File: src/sv/cce_pkg.sv
// Shared types and constants of the connected component enumerator.
package cce_pkg;

  localparam int NODE_W   = 6;
  localparam int NCOUNT_W = 7;

  typedef enum logic [1:0] {
    OP_APPEND  = 2'd0,
    OP_CLR_ALL = 2'd1,
    OP_CLR_VIS = 2'd2,
    OP_NEXT    = 2'd3
  } op_t;

  typedef enum logic [1:0] {
    ST_OK    = 2'd0,
    ST_FULL  = 2'd1,
    ST_NONE  = 2'd2,
    ST_RANGE = 2'd3
  } status_t;

  typedef enum logic [2:0] {
    S_IDLE,
    S_DECODE,
    S_SCAN,
    S_WALK,
    S_FINAL,
    S_EMIT
  } state_t;

  typedef struct packed {
    logic    latch_in;
    logic    app_write;
    logic    clr_all;
    logic    clr_vis;
    logic    scan_rst;
    logic    scan_inc;
    logic    root_start;
    logic    push;
    logic    pop;
    logic    cur_inc;
    logic    set_status;
    status_t status;
    logic    emit_single;
    logic    emit_pend;
    logic    emit_last;
  } cmd_t;

  typedef struct packed {
    op_t  op;
    logic range_ok;
    logic list_full;
    logic scan_end;
    logic scan_unvis;
    logic exhausted;
    logic depth_one;
    logic child_ok;
    logic out_free;
  } stat_t;

endpackage

File: src/sv/cce_ctrl.sv
// Controller state machine sequencing operations and the depth-first walk.
module cce_ctrl
  import cce_pkg::*;
(
  input  logic  clk,
  input  logic  rst,
  input  logic  s_tvalid,
  output logic  s_tready,
  input  stat_t st,
  output cmd_t  cmd
);

  state_t state, state_next;

  always_ff @(posedge clk) begin
    if (rst) begin
      state <= S_IDLE;
    end else begin
      state <= state_next;
    end
  end

  always_comb begin
    state_next = state;
    cmd        = '0;
    s_tready   = 1'b0;
    case (state)
      S_IDLE: begin
        s_tready = 1'b1;
        if (s_tvalid) begin
          cmd.latch_in = 1'b1;
          state_next   = S_DECODE;
        end
      end
      S_DECODE: begin
        case (st.op)
          OP_APPEND: begin
            cmd.set_status = 1'b1;
            if (!st.range_ok) begin
              cmd.status = ST_RANGE;
            end else if (st.list_full) begin
              cmd.status = ST_FULL;
            end else begin
              cmd.status    = ST_OK;
              cmd.app_write = 1'b1;
            end
            state_next = S_EMIT;
          end
          OP_CLR_ALL: begin
            cmd.clr_all    = 1'b1;
            cmd.set_status = 1'b1;
            cmd.status     = ST_OK;
            state_next     = S_EMIT;
          end
          OP_CLR_VIS: begin
            cmd.clr_vis    = 1'b1;
            cmd.set_status = 1'b1;
            cmd.status     = ST_OK;
            state_next     = S_EMIT;
          end
          OP_NEXT: begin
            cmd.scan_rst = 1'b1;
            state_next   = S_SCAN;
          end
          default: begin
            state_next = S_EMIT;
          end
        endcase
      end
      S_SCAN: begin
        if (st.scan_end) begin
          cmd.set_status = 1'b1;
          cmd.status     = ST_NONE;
          state_next     = S_EMIT;
        end else if (st.scan_unvis) begin
          cmd.root_start = 1'b1;
          state_next     = S_WALK;
        end else begin
          cmd.scan_inc = 1'b1;
        end
      end
      S_WALK: begin
        if (st.exhausted) begin
          cmd.pop = 1'b1;
          if (st.depth_one) begin
            state_next = S_FINAL;
          end
        end else if (st.child_ok) begin
          if (st.out_free) begin
            cmd.push      = 1'b1;
            cmd.emit_pend = 1'b1;
          end
        end else begin
          cmd.cur_inc = 1'b1;
        end
      end
      S_FINAL: begin
        if (st.out_free) begin
          cmd.emit_pend = 1'b1;
          cmd.emit_last = 1'b1;
          state_next    = S_IDLE;
        end
      end
      S_EMIT: begin
        if (st.out_free) begin
          cmd.emit_single = 1'b1;
          state_next      = S_IDLE;
        end
      end
      default: begin
        state_next = S_IDLE;
      end
    endcase
  end

endmodule

File: config.mk
export PLATFORM = sky130hd
export DESIGN_NAME = cce_ctrl
export DESIGN_NICKNAME = d
export VERILOG_FILES = /design/src/sv/cce_pkg.sv /design/src/sv/cce_ctrl.sv
export SDC_FILE = /design/constraint.sdc
export NUM_CORES = 1
export LEC_CHECK = 0
export BUFFER_PORTS_ARGS = -buffer_cell sky130_fd_sc_hd__clkbuf_2
export CAP_MARGIN = 20
export CORE_AREA = 2 2 39 41
export CTS_BUF_LIST = sky130_fd_sc_hd__clkbuf_2
export DETAILED_ROUTE_END_ITERATION = 8
export DIE_AREA = 0 0 41 43
export GPL_ROUTABILITY_DRIVEN = 0
export PLACE_DENSITY = 0.63
export SLEW_MARGIN = 15
export SYNTH_ARGS = -nofsm -noshare
export SYNTH_HDL_FRONTEND = slang
export SYNTH_SLANG_ARGS = --single-unit
File: constraint.sdc
create_clock -name clk -period 1.6 [get_ports clk]
set_input_delay 0.24 -clock clk [delete_from_list [all_inputs] [get_ports clk]]
set_output_delay 0.24 -clock clk [all_outputs]
set_load 0.005 [all_outputs]
# --- Word-level counts from Yosys, hierarchy flattened ---
# Index checks and enable logic that the tools add are counted.
classes:
  reduce_logical: 6
  n_mux: 38
  n_eq_ne: 13
ops:
  columns: ["cell", "count"]
  rows:
  - ["two-way mux 3 bit", 8]
  - ["two-way mux 1 bit", 20]
  - ["one-hot mux 3 bit (2 select lines)", 3]
  - ["one-hot mux 3 bit (5 select lines)", 1]
  - ["two-way mux 2 bit", 4]
  - ["equality test 3 x 2 -> 1 bit, second input constant", 2]
  - ["equality test 3 bit, second input constant", 2]
  - ["inequality test 2 bit, second input constant", 3]
  - ["AND reduction 5 bit", 1]
  - ["equality test 2 bit, second input constant", 2]
  - ["two-way mux 4 bit", 1]
  - ["OR reduction 2 bit", 2]
  - ["equality test 3 x 1 -> 1 bit, second input constant", 1]
  - ["logical NOT 3 bit", 1]
  - ["inequality test 3 bit, second input constant", 1]
  - ["OR reduction 3 bit", 1]
  - ["equality test 2 x 1 -> 1 bit, second input constant", 1]
  - ["logical NOT 2 bit", 1]
  - ["inequality test 2 x 1 -> 1 bit, second input constant", 1]
  - ["one-hot mux 1 bit (2 select lines)", 1]
word_totals:
  reg_bits: 3
  inputBits: 13
  out_inout_bits: 17
  word_cells: 58

# --- Longest topological paths before layout ---
# Gate-level depths: netlist of run 1.
logic_depth:
  ltp_word: 4
  mapped_depth: 5
  mapped_depth_nobuf: 4

# --- Worst setup path before layout of run 1 ---
# No wires, ideal clock.
synth_timing:
  kind: "flip-flop to output port"
  start: "reg state[0]"
  end: "out cmd[14] (netlist bit)"
  t_arrival_ps: 1259
  path_stages_with_launch: 5
  required_time_ps: 1360
  n_path_buf: 0
  slack_ps: 101
  cell_sequence: "dfxtp_1 > inv_2 > or3_4 > or3_4 > nor3b_2"
synth_rtl:
  columns: ["item", "line_no", "text"]
  rows:
  - ["start: declaration", "cce_ctrl.sv:13", "state_t state, state_next;"]
  - ["start signal: assignment", "cce_ctrl.sv:19", "state <= state_next;"]
  - ["end: declaration", "cce_ctrl.sv:10", "output cmd_t cmd"]

==> results of run 1 <==
==> kinds of logic after synthesis <==
group | count (synthesis) | share of synthesized area
flip-flops | 3 | 0.158
AO/OA/AOI/OAI | 12 | 0.215
AND/OR/NAND/NOR | 36 | 0.564
buffers and inverters | 6 | 0.0627
==> power breakdown <==
part / switching (W) / internal (W) / leakage (nW)
combinational: 0.000104 / 0.000107 / 0.276
sequential: 0.00000519 / 0.0000861 / 0.0258
clock: 0.0000385 / 0.0000659 / 0.0166
==> cells in the mapped netlist (2+ instances only) <==
cell type,instances,share of area
nand2_1,3,0.030
dfxtp_1,3,0.16
inv_1,3,0.030
a21oi_1,3,0.040
nand2b_1,3,0.050
nor3_1,7,0.092
nor3b_1,2,0.040
or3_4,2,0.059
and3_1,2,0.033
nor2b_1,2,0.033
nand3_1,2,0.026
and2_1,2,0.033
nor2_1,6,0.059
==> worst paths after layout <==
kind	start	to	slack (ns)	cells past startpoint
max reg2reg	state[0]$_SDFFE_PP0P_	state[0]$_SDFFE_PP0P_	0.28	5
min reg2reg	state[2]$_SDFFE_PP0P_	state[1]$_SDFFE_PP0P_	0.55	2
max	state[1]$_SDFFE_PP0P_	cmd[14]	-0.15	4
min	rst	state[1]$_SDFFE_PP0P_	0.26	2
==> stage by stage <==
step           cell area [um^2]  TNS, ns
6_report                    627   -0.415
5_1_grt                     627   -0.758
4_1_cts                     604   -0.470
3_5_place_dp                566        0
3_3_place_gp                566        0
2_1_floorplan               379        0
==> metal layers <==
metal,vias up,global-route usage,part of all wire
met4,0,0.0800,0
met5,-,0,0
li1,282,-,-
met2,13,0.213,0.46
met3,0,0.0209,0.046
met1,226,0.186,0.49
==> final cells by class <==
type                       instances  area share
clock buffer                       4      0.0319
inverter                           4      0.0240
multi-input combinational         48       0.501
sequential                         3       0.102
tap                               16      0.0319
timing repair buffer              35       0.309
==> repair_timing <==
item	4_1_cts	5_1_grt
cloned	0	0
buffers inserted	1	1
setup endpoints to repair	4	10
resized for setup	3	10
pin swaps	1	2
==> critical path: cells and delay by family (launching register included) <==
family	cells	cell delay (ns)
AND/OR/NAND/NOR	3	0.88
buffers and inverters	1	0.13
flip-flops	1	0.31
==> results.md, run 1 <==
* Status: finished, violations left
* Failing checks: negative setup slack
* Overflow after GRT at 0
* Wire per inst at roughly 10 um
* Yosys cell types at 30
* Max stage delay on crit path at 0.38 ns
* Final min period at between 1.5 and 2 ns
* Max-cap check violation count at 0
* Leak pwr at roughly 0.32 nW
* Crit path capture type: output pin
* Root Driver: clkbuf_2
* FFs w/ async S/R, synth at 0
* TritonCTS clock tree: yes
* # hold bufs at CTS at 0
* Netlist Area Pre-Place at 379 um^2
* Antenna Cells at 0
* Worst hold path class: input port to flip-flop
* Gr usage total at 0.143
* P&R area growth vs syn at 65.3%
* Post-synthesis cell count at 57
* Vias post-DR at ~520
* Sequential element share of the synthesized area at 0.158
* Top Ports at 30
* CTS clk-pin slew, worst paths at roughly 0.040 ns
* Synth Area per Inst at 6.65 um^2
* Top reg by flops: state
* I/O Buffers at 29
* Pre-CTS setup slack at roughly 0.016 ns
* Largest regs: state (3)
* # setup viols final at 4
* Pin count of the biggest net entering global routing at 14
* Antenna violations before repair at 0
* Final hold vios at 0
* Clk_lat worst skew at 0.20 ns
* Antenna Violating Nets Remaining at 0
* Nets at 108
* Max reg flops at 3
* Initial Util at 0.274
* DP Cell Count at 104
* Die X-Extent at roughly 41 um
* Total Die Area at approximately 1800 um^2
* Drc violations at 0
* Final hold slack at 0.259 ns
* Layout cells sized above 1 at 0.564
* DR pass1 iterations at 4
* Overall power at between 0.0004 and 0.0005 W
* Die Y at 43 um
* Most frequent CP cell: or3_4
* Syn. warnings at 0
* WL final at 1110 um
* Area occupied by registers at 63.8 um^2
* RSZ-0062 raised after global routing: yes
* Max Fclk at ~570 MHz
* CTS sink cnt at 3
* Slew Limit Headroom at 0.833
* P per Cell Area at roughly 650 nW/um^2
* Worst EP arrival at 1.51 ns
* Final worst path period share at 1.09
* Commonest non-fill, non-tap cell in the layout: clkbuf_2
* VDD IR-drop max at 0.000376 V
* Worst EP required at 1.36 ns
* Hpwl dp at between 800 and 900 um
* Core Area at 1380 um^2
* Filler cells at 163
* Worst-path cell chain: or3_4, or3_4, nor3b_2, buf_2
* Setup Crit Path Kind: flip-flop to output pin
* Global-route wire length before repair at between 1500 and 2000 um
* Vias in the first global route at 457
* CP Max Fanout at 3
* Clock Skew at 0.00603 ns
* Violation count after the first detailed-route iteration at 7
* Measured slew at the worst slew-check pin at 0.246 ns
* Max-slew violations at 0
* Register bit count reported by yosys at 3
* Multi-input gate area at between 300 and 400 um^2
* Slowest cell on crit path: or3_4
* Worst Setup Start Kind: flip-flop
* Mapped Nets at 70
* Final core utilization at 0.453
* Cell row count at 14
* CTS buffer count at 3
* Ys flop type: dfxtp_1
* Most frequent cells in the layout: clkbuf_2 (30), nor3_1 (7), nor2_1 (5), buf_4 (5)
* H-tree Lvls at 1
* EDFF count, synth at 0
* CTS max path bufs at 2
* Final setup margin at -0.152 ns
* Via density at 4.74
* Non-filler instance count after layout at 110
Note: power is estimated with default switching activity, not from simulation.
==> inputs of run 2 (changes only) <==
--- a/config.mk
+++ b/config.mk
@@ -13,6 +13,7 @@
 export DIE_AREA = 0 0 41 43
 export GPL_ROUTABILITY_DRIVEN = 0
 export PLACE_DENSITY = 0.63
+export RECOVER_POWER = 25
 export SLEW_MARGIN = 15
 export SYNTH_ARGS = -nofsm -noshare
 export SYNTH_HDL_FRONTEND = slang
==> run 2 against run 1 <==
  * The flow still finishes with violations (negative setup slack)
  * Largest power group unchanged
  * Non-clock buffer count stayed put
  * Wire length stayed put
  * First-iteration DRC count stayed put
  * Clock power hardly changed
  * Clock skew stayed put
  * Via count stayed put
  * Highest routed layer unchanged
  * Cell count stayed put
==> results.md, run 2 (synthesis results as in run 1) <==
* Cell depth of the worst setup path at 4 (unchanged)
* TritonCTS clock tree: yes
* # setup viols final at 4 (unchanged)
* # hold bufs at CTS at 0 (unchanged)
* CTS max path bufs at 2 (unchanged)
* Routed wl met2 at 513 um (-0.19%)
* R2r startpoint: state[0]$_SDFFE_PP0P_
* Filler cells at 164 (+0.61%)
* Slew Limit Headroom at 0.742 (-0.0913)
* Slowest cell on crit path: or3_4
* Final setup margin at -0.152 ns (unchanged)
* Worst hold path class: input port to flip-flop
* H-tree Lvls at 1 (unchanged)
* Min-delay src: rst
* Max-cap check violation count at 0 (unchanged)
* Placed instance area at 566 um^2 (unchanged)
* Overflow after GRT at 0 (unchanged)
* Layout cells sized above 1 at 0.553 (-0.0106)
* Vias in the first global route at 457 (unchanged)
* Via density at 4.74 (unchanged)
* Die X-Extent at 41 um (unchanged)
* Final worst path period share at 1.09 (unchanged)
* Multi-input gate area at 309 um^2 (-1.6%)
* Non-filler instance count after layout at 110 (unchanged)
* Max Fclk at 571 MHz (unchanged)
* DR pass1 iterations at 4 (unchanged)
* Antenna violations before repair at 0 (unchanged)
* Met3 wire len at 51 um (unchanged)
* Crit path capture type: output pin
* I/O Buffers at 29 (unchanged)
* Root Driver: clkbuf_2
* Clock Skew at 0.00603 ns (unchanged)
* Drc violations at 0 (unchanged)
* Leak pwr at 0.318 nW (about the same)
* CTS clk-pin slew, worst paths at 0.04 ns (about the same)
* Setup Crit Path Kind: flip-flop to output pin
* Top Ports at 30 (unchanged)
* Nets at 108 (unchanged)
* Max stage delay on crit path at 0.38 ns (about the same)
* CTS buffer count at 3 (unchanged)
* Antenna Violating Nets Remaining at 0 (unchanged)
* Delay-heaviest family, CP: simple AND/OR/NAND/NOR gates
* Global-route wire length before repair at 1770 um (unchanged)
* Total Die Area at 1760 um^2 (unchanged)
* Hpwl dp at 877 um (unchanged)
* Measured slew at the worst slew-check pin at 0.383 ns (+0.136 ns)
* Worst Setup Start Kind: flip-flop
* DP Cell Count at 104 (unchanged)
* Worst EP required at 1.36 ns (about the same)
* Core Area at 1380 um^2 (unchanged)
* Most frequent CP cell: or3_4
* CTS sink cnt at 3 (unchanged)
* Violation count after the first detailed-route iteration at 7 (unchanged)
* Initial Util at 0.274 (unchanged)
* Area occupied by registers at 63.8 um^2 (unchanged)
* Wire per inst at 10.1 um (unchanged)
* Max-slew violations at 0 (unchanged)
* Critical path launch point: state[1]$_SDFFE_PP0P_
* P per Cell Area at 645 nW/um^2 (-0.77%)
* Die Y at 43 um (unchanged)
* Pre-CTS setup slack at 0.0160 ns (unchanged)
* VDD IR-drop max at 0.000374 V (-0.32%)
* Top reg by flops: state
* Vias post-DR at 521 (unchanged)
* Reg2reg setup slack at 0.17 ns (-0.11 ns)
* Cell row count at 14 (unchanged)
* Most frequent cells in the layout: clkbuf_2 (30), nor3_1 (7), nor2_1 (5), buf_4 (5)
* Max reg flops at 3 (unchanged)
* Final hold vios at 0 (unchanged)
* Finished Cell Area at 622 um^2 (-0.80%)
* Commonest non-fill, non-tap cell in the layout: clkbuf_2
* Failing checks: negative setup slack
* Worst R2R End: state[0]$_SDFFE_PP0P_
* Worst-path cell chain: or3_4, or3_4, nor3b_2, buf_2
* Gr usage total at 0.143 (unchanged)
* Metal1 wirelength at 548 um (unchanged)
* DR top layer: met3
* P&R area growth vs syn at 64.0%
* RSZ-0062 raised after global routing: yes
* Final min period at 1.75 ns (unchanged)
* CP Max Fanout at 3 (unchanged)
* Worst Setup EP: cmd[14]
* Largest regs: state (3)
* Status: finished, violations left
* Clk_lat worst skew at 0.20 ns (about the same)
* R2r worst-path depth at 5 (unchanged)
* Worst EP arrival at 1.51 ns (about the same)
* Pin count of the biggest net entering global routing at 14 (unchanged)
* WP buf/inv at 1 (unchanged)
* Antenna Cells at 0 (unchanged)
* WL final at 1110 um (unchanged)
## run 2: cell counts in the layout (fill, tap and decap cells not counted)
No cell type changed its count.
## run 2: area by class of cell
class                           count  area share
Inverter                            4      0.0241
Tap cell                           16      0.0322
Timing Repair Buffer               35       0.312
Clock buffer                        4      0.0322
Multi-Input combinational cell     48       0.497
Sequential cell                     3       0.103
## run 2: worst min-delay path by stage
stage,end,cells past startpoint
after detailed placement,state[1]$_SDFFE_PP0P_,2
final,state[1]$_SDFFE_PP0P_,2
after global routing,state[1]$_SDFFE_PP0P_,2
after global placement,state[1]$_SDFFE_PP0P_,2
after CTS,state[1]$_SDFFE_PP0P_,2
after floorplan,state[1]$_SDFFE_PP0P_,1
## run 2: report_power, final
group | internal, W | switching [W]
Combinational | 0.000102 | 0.000103
Sequential | 0.0000861 | 0.00000519
Clock | 0.0000659 | 0.0000385
## run 2: what timing repair did
| item | in CTS | in global routing |
|---|---|---|
| endpoints found under the setup margin | 4 | 10 |
| pin swaps | 1 | 2 |
| endpoints found under the hold margin | 0 | 0 |
| setup buffers | 1 | 1 |
| gates resized for setup | 3 | 10 |
## run 2: stage by stage
stage / power [W] / utilization / hold WS [ns] / setup TNS (ns)
floorplan: 0.000198 / - / 0.317 / 0
global placement: 0.000276 / 0.409 / 0.483 / 0
detailed placement: 0.000279 / 0.409 / 0.476 / 0
CTS: 0.000404 / 0.437 / 0.254 / -0.470
global route: 0.000437 / 0.449 / 0.263 / -0.799
finish: 0.000401 / 0.449 / 0.259 / -0.415
## run 2: worst register-to-register path, stage by stage, from the launching register on
cell      delay (ns)
dfxtp_2         0.31
buf_4           0.17
a21boi_0        0.13
o21ai_0         0.35
a211oi_1        0.13
a31o_2          0.23
## run 2: metal layers
layer | vias to the layer above | GRT usage
met5 | - | 0
met3 | 0 | 0.0209
met4 | 0 | 0.0800
li1 | 282 | -
met2 | 13 | 0.213
met1 | 226 | 0.186
==> inputs of run 3 (changes only) <==
--- a/config.mk
+++ b/config.mk
@@ -12,7 +12,6 @@
 export DETAILED_ROUTE_END_ITERATION = 8
 export DIE_AREA = 0 0 41 43
 export GPL_ROUTABILITY_DRIVEN = 0
-export PLACE_DENSITY = 0.63
 export RECOVER_POWER = 25
 export SLEW_MARGIN = 15
 export SYNTH_ARGS = -nofsm -noshare
==> run 3 against run 2 <==
  * The run still ends with negative setup slack left
  * Sequential power fell by 0.4%
  * Wire length down 6.6%
  * Clock power hardly changed
==> results.md, run 3 (synthesis results as in run 1) <==
* Status: finished, violations left
* Failing checks: negative setup slack
* TritonCTS clock tree: yes
* Top reg by flops: state
* Worst Setup Start Kind: flip-flop
* Core Area at 1380 um^2 (unchanged)
* P&R area growth vs syn at 61.7%
* Max-cap check violation count at 0 (unchanged)
* CTS max path bufs at 2 (unchanged)
* DR pass1 iterations at 4 (unchanged)
* Antenna violations before repair at 0 (unchanged)
* Max-slew violations at 0 (unchanged)
* Cell row count at 14 (unchanged)
* Setup Crit Path Kind: flip-flop to output pin
* Die Y at 43 um (unchanged)
* Placed instance area at 566 um^2 (unchanged)
* WL final at 1040 um (-6.6%)
* Min-delay src: rst
* Layout cells sized above 1 at 0.538 (-0.0156)
* CTS buffer count at 3 (unchanged)
* Hold Path Cell Cnt at 2 (unchanged)
* Overflow after GRT at 0 (unchanged)
* R2r startpoint: state[0]$_SDFFE_PP0P_
* Gr usage total at 0.121 (-0.0212)
* H-tree Lvls at 1 (unchanged)
* Final min period at 1.75 ns (-0.00562 ns)
* Vias in the first global route at 422 (-7.7%)
* Final setup margin at -0.146 ns (+0.00562 ns)
* Worst R2R End: state[0]$_SDFFE_PP0P_
* Overall power at 0.000398 W (-0.86%)
* Antenna Cells at 0 (unchanged)
* Die X-Extent at 41 um (unchanged)
* Most frequent cells in the layout: clkbuf_2 (30), nor3_1 (7), nor2_1 (5)
* Wire per inst at 9.54 um (-5.8%)
* Vias post-DR at 532 (+2.1%)
* Total Die Area at 1760 um^2 (unchanged)
* Finished Cell Area at 613 um^2 (-1.4%)
* VDD IR-drop max at 0.000341 V (-9.0%)
* Commonest non-fill, non-tap cell in the layout: clkbuf_2
* CTS sink cnt at 3 (unchanged)
* Via density at 4.88 (+3.0%)
* Slew Limit Headroom at 0.830 (+0.0879)
* Hold Path Sink: state[1]$_SDFFE_PP0P_
* Worst hold path class: input port to flip-flop
* P per Cell Area at 648 nW/um^2 (+0.56%)
* Leak pwr at 0.314 nW (-1.5%)
* Crit path capture type: output pin
* Max reg flops at 3 (unchanged)
* Max Fclk at 573 MHz (+0.32%)
* Final worst path period share at 1.09 (-0.00351)
* Drc violations at 0 (unchanged)
* CTS clk-pin slew, worst paths at 0.04 ns (about the same)
* Root Driver: clkbuf_2
* Global-route wire length before repair at 1550 um (-13%)
* Worst EP arrival at 1.51 ns (about the same)
* Clk_lat worst skew at 0.20 ns (about the same)
* RSZ-0062 raised after global routing: yes
* Reg2reg setup slack at 0.29 ns (+0.12 ns)
* Antenna Violating Nets Remaining at 0 (unchanged)
* Measured slew at the worst slew-check pin at 0.253 ns (-0.129 ns)
* Initial Util at 0.274 (unchanged)
* R2r worst-path depth at 5 (unchanged)
* # setup viols final at 5 (+1)
* Clock Skew at 0.000570 ns (-0.00546 ns)
* Largest regs: state (3)
* Pre-CTS setup slack at 0.0305 ns (+0.0145 ns)
* Final hold vios at 0 (unchanged)
* Critical path launch point: state[1]$_SDFFE_PP0P_
* Hpwl dp at 823 um (-6.2%)
* I/O Buffers at 29 (unchanged)
* Violation count after the first detailed-route iteration at 8 (+1)
* CP Max Fanout at 3 (unchanged)
* Pin count of the biggest net entering global routing at 14 (unchanged)
* Nets at 107 (-0.93%)
* Top Ports at 30 (unchanged)
* Worst EP required at 1.36 ns (about the same)
* # hold bufs at CTS at 0 (unchanged)
-- run 3: cell types whose count changed in the layout (fill, tap and decap cells not counted) --
cell / previous run / this run
buf_4: 5 / 4
dfxtp_1: 0 / 1
o21ai_1: 0 / 1
dfxtp_2: 3 / 2
o21ai_0: 2 / 1
-- run 3: power by group --
group / switching, W / internal [W]
clock: 0.0000383 / 0.0000659
sequential: 0.00000553 / 0.0000853
combinational: 0.000101 / 0.000101
-- run 3: cell type report --
type,count,area (um^2)
Sequential cell,3,62.6
Multi-Input combinational cell,48,309
Clock buffer,4,20.0
Fill cell,159,771
Inverter,4,15.0
Tap cell,16,20.0
Timing Repair Buffer,34,186
-- run 3: how the worst max path moves through the flow --
stage / end / slack (ns) / cells past startpoint
floorplan: cmd[14] / 0.10 / 4
global placement: cmd[14] / 0.05 / 5
detailed placement: cmd[14] / 0.03 / 5
CTS: cmd[14] / -0.17 / 4
global route: cmd[14] / -0.23 / 4
finish: cmd[14] / -0.15 / 4
-- run 3: repair_timing --
item,in CTS,in global routing
setup endpoints to repair,4,8
setup buffers,1,0
pin swaps,1,0
cloned,0,0
resized for setup,3,9
-- run 3: critical path, stage by stage, from the launching register on --
cell	delay, ns
dfxtp_2	0.31
or3_4	0.38
or3_4	0.35
nor3b_2	0.15
buf_2	0.12
-- run 3: layer usage --
| metal | global-route usage | wire length (um) | share of wire |
|---|---|---|---|
| met3 | 0 | 30 | 0.029 |
| met2 | 0.184 | 528 | 0.51 |
| met5 | 0 | 0 | 0 |
| met4 | 0.0600 | 0 | 0 |
| met1 | 0.170 | 481 | 0.46 |
-- run 3: through the flow --
| stage | utilization | instances | hold WS, ns | TNS, ns |
|---|---|---|---|---|
| after floorplan | - | 57 | 0.317 | 0 |
| after global placement | 0.409 | 104 | 0.485 | 0 |
| after detailed placement | 0.409 | 104 | 0.468 | 0 |
| after CTS | 0.437 | 109 | 0.241 | -0.476 |
| after global routing | 0.443 | 109 | 0.261 | -0.788 |
| final | 0.443 | 109 | 0.254 | -0.387 |
